[src/rtl/core/rqr_pkg.sv]
`timescale 1ns / 1ps
// Shared types and codes for the ready queue with remove.
// Depends on nothing; every other file of the block but rqr_ram imports it.
package rqr_pkg;

  localparam int QueueDepthDef = 16;
  localparam int IdWidthDef    = 8;

  localparam logic [1:0] CMD_ENQ = 2'd0;
  localparam logic [1:0] CMD_DEQ = 2'd1;
  localparam logic [1:0] CMD_REM = 2'd2;

  localparam logic [1:0] ST_OK       = 2'd0;
  localparam logic [1:0] ST_EMPTY    = 2'd1;
  localparam logic [1:0] ST_FULL     = 2'd2;
  localparam logic [1:0] ST_NOTFOUND = 2'd3;

  typedef struct packed {
    logic [1:0] cmd;
    logic [7:0] thread_id;
  } in_t;

  typedef struct packed {
    logic [7:0] out_id;
    logic [1:0] status;
    logic [4:0] occupancy;
  } out_t;

endpackage

[src/rtl/core/rqr_ram.sv]
`timescale 1ns / 1ps
// Slot storage for the ready queue: one write port, one read port with
// registered read data. Depends on nothing.
module rqr_ram #(
  parameter int DEPTH = 16,
  parameter int WIDTH = 8
) (
  input  logic                     clk_i,
  input  logic                     we_i,
  input  logic [$clog2(DEPTH)-1:0] waddr_i,
  input  logic [WIDTH-1:0]         wdata_i,
  input  logic                     re_i,
  input  logic [$clog2(DEPTH)-1:0] raddr_i,
  output logic [WIDTH-1:0]         rdata_o
);

  logic [WIDTH-1:0] mem_q [DEPTH];
  logic [WIDTH-1:0] rdata_q;

  always_ff @(posedge clk_i) begin
    if (we_i) begin
      mem_q[waddr_i] <= wdata_i;
    end
  end

  always_ff @(posedge clk_i) begin
    if (re_i) begin
      rdata_q <= mem_q[raddr_i];
    end
  end

  assign rdata_o = rdata_q;

endmodule

[src/rtl/core/rqr_ctrl.sv]
`timescale 1ns / 1ps
// Command sequencer of the ready queue: scans the slots with one comparator
// and closes gaps one slot per cycle. Depends on rqr_pkg and drives rqr_ram.
module rqr_ctrl #(
  parameter int QUEUE_DEPTH = rqr_pkg::QueueDepthDef,
  parameter int ID_WIDTH    = rqr_pkg::IdWidthDef
) (
  input  logic                           clk_i,
  input  logic                           rst_ni,
  input  logic                           in_valid_i,
  output logic                           in_stall_o,
  input  rqr_pkg::in_t                   in_data_i,
  output logic                           res_valid_o,
  input  logic                           res_ready_i,
  output rqr_pkg::out_t                  res_o,
  output logic                           mem_we_o,
  output logic [$clog2(QUEUE_DEPTH)-1:0] mem_waddr_o,
  output logic [ID_WIDTH-1:0]            mem_wdata_o,
  output logic                           mem_re_o,
  output logic [$clog2(QUEUE_DEPTH)-1:0] mem_raddr_o,
  input  logic [ID_WIDTH-1:0]            mem_rdata_i
);

  import rqr_pkg::*;

  localparam int AW = $clog2(QUEUE_DEPTH);
  localparam int CW = $clog2(QUEUE_DEPTH + 1);

  localparam logic [1:0] S_IDLE  = 2'd0;
  localparam logic [1:0] S_SCAN  = 2'd1;
  localparam logic [1:0] S_SHIFT = 2'd2;
  localparam logic [1:0] S_DONE  = 2'd3;

  logic [1:0]          state_q, state_d;
  logic [CW-1:0]       count_q, count_d;
  logic [CW-1:0]       ptr_q, ptr_d;
  logic                rd_vld_q, rd_vld_d;
  logic [AW-1:0]       rd_addr_q, rd_addr_d;
  logic                deq_q, deq_d;
  logic [ID_WIDTH-1:0] id_q, id_d;
  out_t                res_q, res_d;
  logic                accept;
  logic                issue;
  logic                match;
  logic                full;

  assign accept = in_valid_i && (state_q == S_IDLE);
  assign issue  = ptr_q < count_q;
  assign match  = deq_q || (mem_rdata_i == id_q);
  assign full   = count_q == CW'(QUEUE_DEPTH);

  always_comb begin
    state_d     = state_q;
    count_d     = count_q;
    ptr_d       = ptr_q;
    rd_vld_d    = 1'b0;
    rd_addr_d   = rd_addr_q;
    deq_d       = deq_q;
    id_d        = id_q;
    res_d       = res_q;
    mem_we_o    = 1'b0;
    mem_waddr_o = '0;
    mem_wdata_o = mem_rdata_i;
    mem_re_o    = 1'b0;
    mem_raddr_o = ptr_q[AW-1:0];
    case (state_q)
      S_IDLE: begin
        if (accept) begin
          id_d            = ID_WIDTH'(in_data_i.thread_id);
          deq_d           = in_data_i.cmd == CMD_DEQ;
          ptr_d           = '0;
          res_d.out_id    = '0;
          res_d.status    = ST_OK;
          res_d.occupancy = 5'(count_q);
          state_d         = S_DONE;
          case (in_data_i.cmd)
            CMD_ENQ: begin
              if (full) begin
                res_d.status = ST_FULL;
              end else begin
                mem_we_o        = 1'b1;
                mem_waddr_o     = count_q[AW-1:0];
                mem_wdata_o     = ID_WIDTH'(in_data_i.thread_id);
                count_d         = count_q + 1'b1;
                res_d.occupancy = 5'(count_q + 1'b1);
              end
            end
            CMD_DEQ: begin
              if (count_q == '0) begin
                res_d.status = ST_EMPTY;
              end else begin
                state_d = S_SCAN;
              end
            end
            CMD_REM: begin
              state_d = S_SCAN;
            end
            default: begin
              state_d = S_DONE;
            end
          endcase
        end
      end
      S_SCAN: begin
        mem_re_o  = issue;
        rd_vld_d  = issue;
        rd_addr_d = ptr_q[AW-1:0];
        ptr_d     = ptr_q + CW'(issue);
        if (rd_vld_q && match) begin
          res_d.out_id = deq_q ? 8'(mem_rdata_i) : '0;
          state_d      = S_SHIFT;
        end else if (!rd_vld_q && !issue) begin
          res_d.status = ST_NOTFOUND;
          state_d      = S_DONE;
        end
      end
      S_SHIFT: begin
        mem_re_o  = issue;
        rd_vld_d  = issue;
        rd_addr_d = ptr_q[AW-1:0];
        ptr_d     = ptr_q + CW'(issue);
        if (rd_vld_q) begin
          mem_we_o    = 1'b1;
          mem_waddr_o = rd_addr_q - 1'b1;
          mem_wdata_o = mem_rdata_i;
        end else if (!issue) begin
          count_d         = count_q - 1'b1;
          res_d.occupancy = 5'(count_q - 1'b1);
          state_d         = S_DONE;
        end
      end
      S_DONE: begin
        if (res_ready_i) begin
          state_d = S_IDLE;
        end
      end
      default: begin
        state_d = S_IDLE;
      end
    endcase
  end

  always_ff @(posedge clk_i or negedge rst_ni) begin
    if (!rst_ni) begin
      state_q  <= S_IDLE;
      count_q  <= '0;
      ptr_q    <= '0;
      rd_vld_q <= 1'b0;
    end else begin
      state_q  <= state_d;
      count_q  <= count_d;
      ptr_q    <= ptr_d;
      rd_vld_q <= rd_vld_d;
    end
  end

  always_ff @(posedge clk_i) begin
    rd_addr_q <= rd_addr_d;
    deq_q     <= deq_d;
    id_q      <= id_d;
    res_q     <= res_d;
  end

  assign in_stall_o  = state_q != S_IDLE;
  assign res_valid_o = state_q == S_DONE;
  assign res_o       = res_q;

  a_count_bound: assert property (@(posedge clk_i) disable iff (!rst_ni)
    count_q <= CW'(QUEUE_DEPTH))
    else $error("entry count exceeds the queue depth");

  a_shift_src: assert property (@(posedge clk_i) disable iff (!rst_ni)
    (state_q == S_SHIFT && rd_vld_q) |-> rd_addr_q != '0)
    else $error("gap close reads the head slot");

  a_enq_grow: assert property (@(posedge clk_i) disable iff (!rst_ni)
    (accept && in_data_i.cmd == CMD_ENQ && !full)
      |=> count_q == CW'($past(count_q) + 1'b1))
    else $error("enqueue did not grow the queue by one");

  a_remove_shrink: assert property (@(posedge clk_i) disable iff (!rst_ni)
    (state_q == S_SHIFT && !rd_vld_q && !issue)
      |=> count_q == CW'($past(count_q) - 1'b1))
    else $error("removal did not shrink the queue by one");

  a_done_occ: assert property (@(posedge clk_i) disable iff (!rst_ni)
    (state_q == S_DONE) |-> res_q.occupancy == 5'(count_q))
    else $error("reported occupancy differs from the entry count");

endmodule

[src/rtl/core/ready_queue_with_remove.sv]
`timescale 1ns / 1ps
// Ready queue of thread identifiers with enqueue, dequeue and remove.
// Depends on rqr_pkg, rqr_ram and rqr_ctrl.
//
// The command channel takes one item (cmd, thread_id) when in_valid_i is high
// and in_stall_o is low. The block works on one command at a time and holds
// in_stall_o high until that command's result has moved to the output
// register. Every command gives exactly one result item (out_id, status,
// occupancy) on the result channel, taken when out_valid_o is high and
// out_stall_i is low.
// An enqueue, a rejected enqueue, a dequeue on an empty queue and an unused
// command go straight from acceptance to a valid result. A dequeue or a
// remove walks the stored entries through the single memory read port, one
// entry per cycle for the search and one per cycle to close the gap.
// The output register lets a new command be accepted while the previous
// result is still stalled; the new result waits in the sequencer until the
// register frees up. Reset empties the queue at once; the slot memory itself
// is not cleared and needs no clearing pass.
module ready_queue_with_remove #(
  parameter int QUEUE_DEPTH = rqr_pkg::QueueDepthDef,
  parameter int ID_WIDTH    = rqr_pkg::IdWidthDef
) (
  input  logic          clk_i,
  input  logic          rst_ni,
  input  logic          in_valid_i,
  output logic          in_stall_o,
  input  rqr_pkg::in_t  in_data_i,
  output logic          out_valid_o,
  input  logic          out_stall_i,
  output rqr_pkg::out_t out_data_o
);

  import rqr_pkg::*;

  localparam int AW = $clog2(QUEUE_DEPTH);

  logic                res_valid;
  logic                res_ready;
  out_t                res;
  logic                mem_we;
  logic [AW-1:0]       mem_waddr;
  logic [ID_WIDTH-1:0] mem_wdata;
  logic                mem_re;
  logic [AW-1:0]       mem_raddr;
  logic [ID_WIDTH-1:0] mem_rdata;
  logic                out_valid_q, out_valid_d;
  out_t                out_data_q;

  rqr_ram #(
    .DEPTH(QUEUE_DEPTH),
    .WIDTH(ID_WIDTH)
  ) u_ram (
    .clk_i  (clk_i),
    .we_i   (mem_we),
    .waddr_i(mem_waddr),
    .wdata_i(mem_wdata),
    .re_i   (mem_re),
    .raddr_i(mem_raddr),
    .rdata_o(mem_rdata)
  );

  rqr_ctrl #(
    .QUEUE_DEPTH(QUEUE_DEPTH),
    .ID_WIDTH   (ID_WIDTH)
  ) u_ctrl (
    .clk_i      (clk_i),
    .rst_ni     (rst_ni),
    .in_valid_i (in_valid_i),
    .in_stall_o (in_stall_o),
    .in_data_i  (in_data_i),
    .res_valid_o(res_valid),
    .res_ready_i(res_ready),
    .res_o      (res),
    .mem_we_o   (mem_we),
    .mem_waddr_o(mem_waddr),
    .mem_wdata_o(mem_wdata),
    .mem_re_o   (mem_re),
    .mem_raddr_o(mem_raddr),
    .mem_rdata_i(mem_rdata)
  );

  assign res_ready = !out_valid_q || !out_stall_i;

  always_comb begin
    out_valid_d = out_valid_q;
    if (res_valid && res_ready) begin
      out_valid_d = 1'b1;
    end else if (!out_stall_i) begin
      out_valid_d = 1'b0;
    end
  end

  always_ff @(posedge clk_i or negedge rst_ni) begin
    if (!rst_ni) begin
      out_valid_q <= 1'b0;
    end else begin
      out_valid_q <= out_valid_d;
    end
  end

  always_ff @(posedge clk_i) begin
    if (res_valid && res_ready) begin
      out_data_q <= res;
    end
  end

  assign out_valid_o = out_valid_q;
  assign out_data_o  = out_data_q;

endmodule
[config.mk]
export PLATFORM = sky130hd
export DESIGN_NAME = ready_queue_with_remove
export DESIGN_NICKNAME = d
export VERILOG_FILES = /design/src/rtl/core/rqr_pkg.sv /design/src/rtl/core/rqr_ram.sv /design/src/rtl/core/rqr_ctrl.sv /design/src/rtl/core/ready_queue_with_remove.sv
export SDC_FILE = /design/constraint.sdc
export NUM_CORES = 1
export LEC_CHECK = 0
export ABC_AREA = 1
export ABC_CLOCK_PERIOD_IN_PS = 2250
export BUFFER_PORTS_ARGS = -buffer_cell sky130_fd_sc_hd__buf_2
export CAP_MARGIN = 20
export CELL_PAD_IN_SITES_DETAIL_PLACEMENT = 0
export CELL_PAD_IN_SITES_GLOBAL_PLACEMENT = 2
export CORE_MARGIN = 2
export CORE_UTILIZATION = 39
export CTS_CLUSTER_DIAMETER = 50
export CTS_CLUSTER_SIZE = 16
export DETAILED_ROUTE_END_ITERATION = 8
export HOLD_SLACK_MARGIN = 0.15
export PLACE_DENSITY_LB_ADDON = 0.2
export SETUP_SLACK_MARGIN = 0.02
export SLEW_MARGIN = 5
export SYNTH_ARGS = -nofsm -noshare
export SYNTH_HDL_FRONTEND = slang
export SYNTH_SLANG_ARGS = --single-unit
[constraint.sdc]
create_clock -name clk_i -period 2.25 [get_ports clk_i]
set_clock_uncertainty 0.15 [all_clocks]
set_input_delay 0.45 -clock clk_i [delete_from_list [all_inputs] [get_ports clk_i]]
set_output_delay 0.45 -clock clk_i [all_outputs]
set_load 0.01 [all_outputs]
* Word level (Yosys, flattened, before mapping)
Memories as Yosys holds them, arrays and structs flattened. A register that Yosys moved wholly into a read port is not among the register bits. Cells that the tools add are included.
Word-level totals: flip-flop bits (word level) 57, RAM bits 128, input bits 14, word-level logic and storage cells 105, memories 1
Cells by class: add/subtract/negate cells 4, order comparisons 1, eq/ne operators 16, muxes and demuxes 45, reduce and logical (&&, ||, !) cells 24
Memories:
- u_ram.mem_q | words 16, width 8, rd ports 1, clocked after memory_dff 1, wr ports 1, RTL line rqr_ram.sv:17 | logic [WIDTH-1:0] mem_q [DEPTH];
Operators with widths (number):
- 2-to-1 mux 8 bit | 6
- 2-to-1 mux 5 bit | 6
- case mux 5 bit (2 select lines) | 3
- case mux 10 bit (2 select lines) | 1
- 2-to-1 mux 2 bit | 9
- 2-to-1 mux 4 bit | 4
- 2-to-1 mux 15 bit | 1
- 2-to-1 mux 1 bit | 10
- inequality test 2 x 1 -> 1 bit, second input constant | 5
- equality test 8 bit | 1
- case mux 2 bit (2 select lines) | 2
- case mux 2 bit (4 select lines) | 1
- case mux 4 bit (2 select lines) | 1
- AND reduction 4 bit | 2
- nonzero test 2 bit | 4
- equality test 2 bit, second input constant | 3
- inequality test 2 bit, second input constant | 3
- adder 5 x 1 -> 5 bit | 1
- adder 5 x 1 -> 5 bit, second input constant | 1
- equality test 5 bit, second input constant | 1
- zero test 5 bit | 1
- < comparator 5 bit | 1
- AND reduction 5 bit | 1
- subtractor 5 x 1 -> 5 bit, second input constant | 1
- 11 further kinds | 21

* Logic depth before layout (Yosys ltp)
depth after elaboration 7, depth in mapped cells 14, mapped depth without buffers 14

* By module
A second synthesis with hierarchy kept.
Second synthesis, totals: cell total of the unflattened synthesis 842, area total of the unflattened synthesis 8738.4 µm²
Modules (own cells, without submodules):
- rqr_ram | instances 1, cells an instance 551, area each 5846.9 µm², seq. area each 4083.9 µm²
- rqr_ctrl | instances 1, cells an instance 271, area each 2399.8 µm², seq. area each 1166.1 µm²
- ready_queue_with_remove | instances 1, cells an instance 20, area each 491.7 µm², seq. area each 475.5 µm²

* Worst setup path before layout
No wires, ideal clock.
path kind register to register, start register u_ctrl.count_q[1], end memory u_ram.mem_q[2][0] (enable), data arrival time 1.950 ns, required time 1.730 ns, slack -0.221 ns, stages on the path, launching flop included 10, buffers on the path 0, period minus slack after synthesis 2.471 ns, path through dfrtp_1 inv_1 ha_1 nand2_2 nor2_4 nand2_4 ha_1 a22oi_1 nand2_1 nor2_1
On the way: word-level cells in the longest chain between the ends 7
Ends and longest elaborated chain:
- from (decl) | RTL line rqr_ctrl.sv:35 | logic [CW-1:0] count_q, count_d;
- from (signal assigned) | RTL line rqr_ctrl.sv:151 | count_q <= count_d;
- equality test 5 bit | RTL line rqr_ctrl.sv:50 | assign full = count_q == CW'(QUEUE_DEPTH);
- 2-to-1 mux 1 bit | RTL line rqr_ctrl.sv:78 | if (full) begin
- 2-to-1 mux 1 bit | RTL line rqr_ctrl.sv:76 | case (in_data_i.cmd)
- 2-to-1 mux 1 bit | RTL line rqr_ctrl.sv:68 | if (accept) begin
- case mux 1 bit (2 select lines) | RTL line rqr_ctrl.sv:66 | case (state_q)
- 2-to-1 mux 1 bit | RTL line rqr_ram.sv:21 | if (we_i) begin
- 2-to-1 mux 1 bit (implied by the code) | RTL line rqr_ram.sv:22 | mem_q[waddr_i] <= wdata_i;
- to (decl) | RTL line rqr_ram.sv:17
Parallel ways exist; a longest one is shown, timed or not.

* Final worst setup path
start register u_ctrl.count_q[0], end memory u_ram.mem_q[0][7] (enable)
The elaborated chain is that of the path after synthesis.

==> flow_summary_export.csv <==
group,metric,value,unit
worst_setup_path,reg2reg_depth,11,
worst_setup_path,start_kind,"flop",
sta,relSlewSlack,0.718,
synthesis,synth-xor-area-share,0.0129,
sta,layout_min_cycle_time,2290,ps
sta,rsz0062_at_grt,"true",
synthesis,ys_ff_latch,193,
worst_setup_path,rr_endpoint,"u_ram.mem_q[0][7]",
worst_setup_path,crit_chain,"inv_2 > ha_4 > nand2_4 > nor2_4 > nand2_4 > ha_4 > a22oi_2 > buf_6 > nand2_8 > nor3b_4 > buf_12",
detailed_routing,ant_nets,0,
worst_setup_path,rrSetupSlack,-40,ps
synthesis,yosysMostFrequentCell,"edfxtp_1",
detailed_routing,finalWirelength,19000,um
floorplanning,die_height,149,um
worst_setup_path,max_stage_delay,410,ps
worst_setup_path,critPathMaxFanout,8,
synthesis,synth_top_area_cell,"edfxtp_1",
global_routing,antenna_found_initial,0,
cells_and_area,finalNetCount,819,
global_routing,met2_usage,0.296,
power,powerDensity,1350,nW/um2
synthesis,syn_avg_cell_area,12.1,um2
cells_and_area,drive_above_1_share,0.239,
synthesis,synth-simple-area-share,0.131,
power,swShare,0.358,
synthesis,synth_area_leaders,"edfxtp_1 (66%), nor2_1 (6.5%), dfrtp_1 (4.3%), o21ai_0 (3.9%), nand2_1 (3.7%)",
global_routing,grt_pass1_vias,5279,
cells_and_area,syn_to_final_growth,25.1,%
global_routing,top_usage_layer,"met2",
synthesis,synth_top_family_by_area,"simple AND/OR/NAND/NOR gates",
power,clkPwrFrac,0.218,
cells_and_area,diodes,0,
cts,clk_pin_slew_worst_paths,70,ps
sta,setup_viol,32,
synthesis,yosysWarnings,0,
floorplanning,initial_utilization,0.400,
synthesis,ys_seq_area_frac,0.700,
detailed_routing,drt-initial-drc-count,373,
detailed_routing,first_pass_iters,5,
global_routing,grt-ovfl-total,0,
detailed_routing,vias_per_cell,4.99,
sta,finalHoldViolations,0,
synthesis,yosys-top-cells-count,"edfxtp_1 (179), nor2_1 (142), nand2_1 (81)",
worst_setup_path,criticalPathCategory,"flop to flop",
worst_setup_path,worstPathRequired,2250,ps
sta,timing.final.crit_share,1.02,
placement,post-dp-hpwl,12600,um
run_status,outcome,"finished, violations left",
synthesis,syn_area,8180,um2
cts,cts_tree,"yes",
synthesis,synth_adder_area_share,0.0275,
cts,clock_sinks,193,
job,max_cap_viol_count,0,
global_routing,met1_usage,0.248,
power,p_leak,3.77,nW
power,internal_power,8.85,mW
floorplanning,die-area,22100,um2
global_routing,grt_usage,0.182,
hold_path,holdPathEnd,"out_data_o[11]",
cts,cts.path.max_buffers,2,
hold_path,worstHoldPathCells,0,
synthesis,synth.distinct_cells,35,
worst_setup_path,endpoint_kind,"flop",
synthesis,synth-compound-area-share,0.0907,
synthesis,synth_edf_count,179,
global_routing,grt_pass1_wl,30000,um
synthesis,synthCells,675,
hold_path,hold_path_startpoint,"u_ctrl.res_o[11]",
detailed_routing,drc_errors,0,
placement,port_buffers,30,
worst_setup_path,cp_num_buf_inv,3,
global_routing,grt_max_degree,69,
worst_setup_path,path_delay_family,"simple AND/OR/NAND/NOR gates",
sta,fin_setup_tns,-484,ps
hold_path,hold_class,"flop to flop",
cts,clock_latency,440,ps
floorplanning,row_count,52,
synthesis,synth_nets,707,
placement,place_congestion,0.837,
worst_setup_path,cpMaxStageDelayCell,"dfrtp_2",
detailed_routing,dr_total_vias,5334,
power,ir_drop,571,uV
sta,worst_slack,-43.8,ps
floorplanning,pin_count,31,
synthesis,muxShareOfSynthArea,0,
floorplanning,core,20400,um2
power,seqPwrFrac,0.397,
cts,htree_num_levels,4,
sta,drv_slew,0,
cts,clockRootBuffer,"clkbuf_16",
run_status,violations,"negative setup slack",
cts,cts_buffers,17,
worst_setup_path,cp_data_arrival_time,2300,ps
floorplanning,die_x,149,um
synthesis,ys.flop_type,"edfxtp_1",
power,switching_power,4.94,mW
synthesis,synth_top_cell_area_share,0.657,
synthesis,async_reset_ff_frac,0.0725,
power,pwr-share-comb,0.385,
global_routing,met3_usage,0.0385,
detailed_routing,wl_per_cell,17.7,um
cells_and_area,fin_area,10200,um2
sta,fmax,0.436,GHz
sta,worstMarginPinSlew,422,ps
worst_setup_path,r2r-start,"u_ctrl.count_q[0]",
placement,place_area,9300,um2
-- final cells by class --
class | instances | area (um2)
fillers | 1804 | 10200
flip-flops and latches | 193 | 5730
multi-input cells | 413 | 2330
repair buffers | 117 | 1070
clock buffers | 17 | 425
well taps | 270 | 338
clock inverters | 14 | 173
inverters | 45 | 169
-- worst max-delay path by stage --
stage | to | cells past startpoint | slack [ps] | from
floorplan | u_ram.mem_q[3][0] | 8 | -20 | in_data_i[9]
detailed placement | u_ram.mem_q[9][0] | 10 | -370 | in_data_i[9]
global placement | u_ram.mem_q[1][1] | 10 | -320 | in_data_i[9]
global route | u_ram.mem_q[0][7] | 11 | -160 | u_ctrl.count_q[1]
finish | u_ram.mem_q[0][7] | 11 | -40 | u_ctrl.count_q[0]
CTS | u_ram.mem_q[0][7] | 11 | -70 | u_ctrl.count_q[0]
-- repair_timing --
action | CTS | global route
resized for setup | 13 | 31
cloned | 0 | 0
hold buffers | 10 | 0
endpoints found under the hold margin | 23 | 0
pin swaps | 9 | 7
setup endpoints to repair | 113 | 146
buffers inserted | 1 | 6
-- routing by layer --
| metal | vias up | part of all wire |
|---|---|---|
| met5 | - | 0 |
| met4 | 0 | 0.017 |
| met3 | 22 | 0.046 |
| met2 | 141 | 0.49 |
| met1 | 2559 | 0.45 |
| li1 | 2612 | - |
-- flip-flops by register name, summed over array words and instances, names as in the netlist --
signal and cells:
u_ctrl.id_q 8, u_ctrl.count_q 5, u_ram.rdata_o 8, u_ctrl.deq_q 1, u_ctrl.state_q 2, u_ctrl.rd_addr_q 4, u_ctrl.ptr_q 5, u_ctrl.rd_vld_q 1
out_valid_o 1, u_ctrl.res_o 15, out_data_o 15, u_ram.mem_q 128
-- power by group through the flow --
| stage | Combinational, mW | Sequential [mW] | Clock (mW) |
|---|---|---|---|
| 2_1_floorplan | 2.73 | 5.57 | 0 |
| 3_3_place_gp | 5.10 | 5.53 | 0 |
| 3_5_place_dp | 5.12 | 5.55 | 0 |
| 4_1_cts | 5.23 | 5.48 | 3.08 |
| 5_1_grt | 5.95 | 5.54 | 3.21 |
| 6_report | 5.31 | 5.47 | 3.01 |
-- through the flow --
| stage | power [mW] | util | setup slack [ps] | hold WS (ps) | cells |
|---|---|---|---|---|---|
| final | 13.8 | 0.501 | -43.8 | 266 | 1069 |
| after global routing | 14.7 | 0.501 | -157 | 278 | 1069 |
| after CTS | 13.8 | 0.493 | -69.3 | 262 | 1063 |
| after detailed placement | 10.7 | 0.455 | -369 | 237 | 1021 |
| after global placement | 10.6 | 0.455 | -321 | 233 | 1021 |
| after floorplan | 8.30 | - | -18.9 | 4.41 | 675 |
-- cell usage in the layout, fill, tap and decap left out, types with 5 or more instances in the layout --
cell type	instances
clkbuf_16	17
inv_2	6
buf_12	16
inv_1	38
dfrtp_1	10
buf_6	10
o32ai_1	16
nor2_4	6
buf_4	51
a21oi_1	15
o211ai_1	16
nor3_1	5
xnor2_1	7
nor2_1	130
nand2_2	9
xor2_1	5
edfxtp_1	179
ha_1	13
o21ai_0	64
buf_2	30
nor2_2	8
nand3_1	19
nand2_1	72
dlygate4sd3_1	10
-- kinds of logic after synthesis --
| logic type | Yosys count |
|---|---|
| simple gates | 261 |
| flops | 193 |
| compound gates | 122 |
| buf+inv | 69 |
| fa+ha+maj | 18 |
| xor+xnor | 12 |
Note: power is estimated with default switching activity, not from simulation.
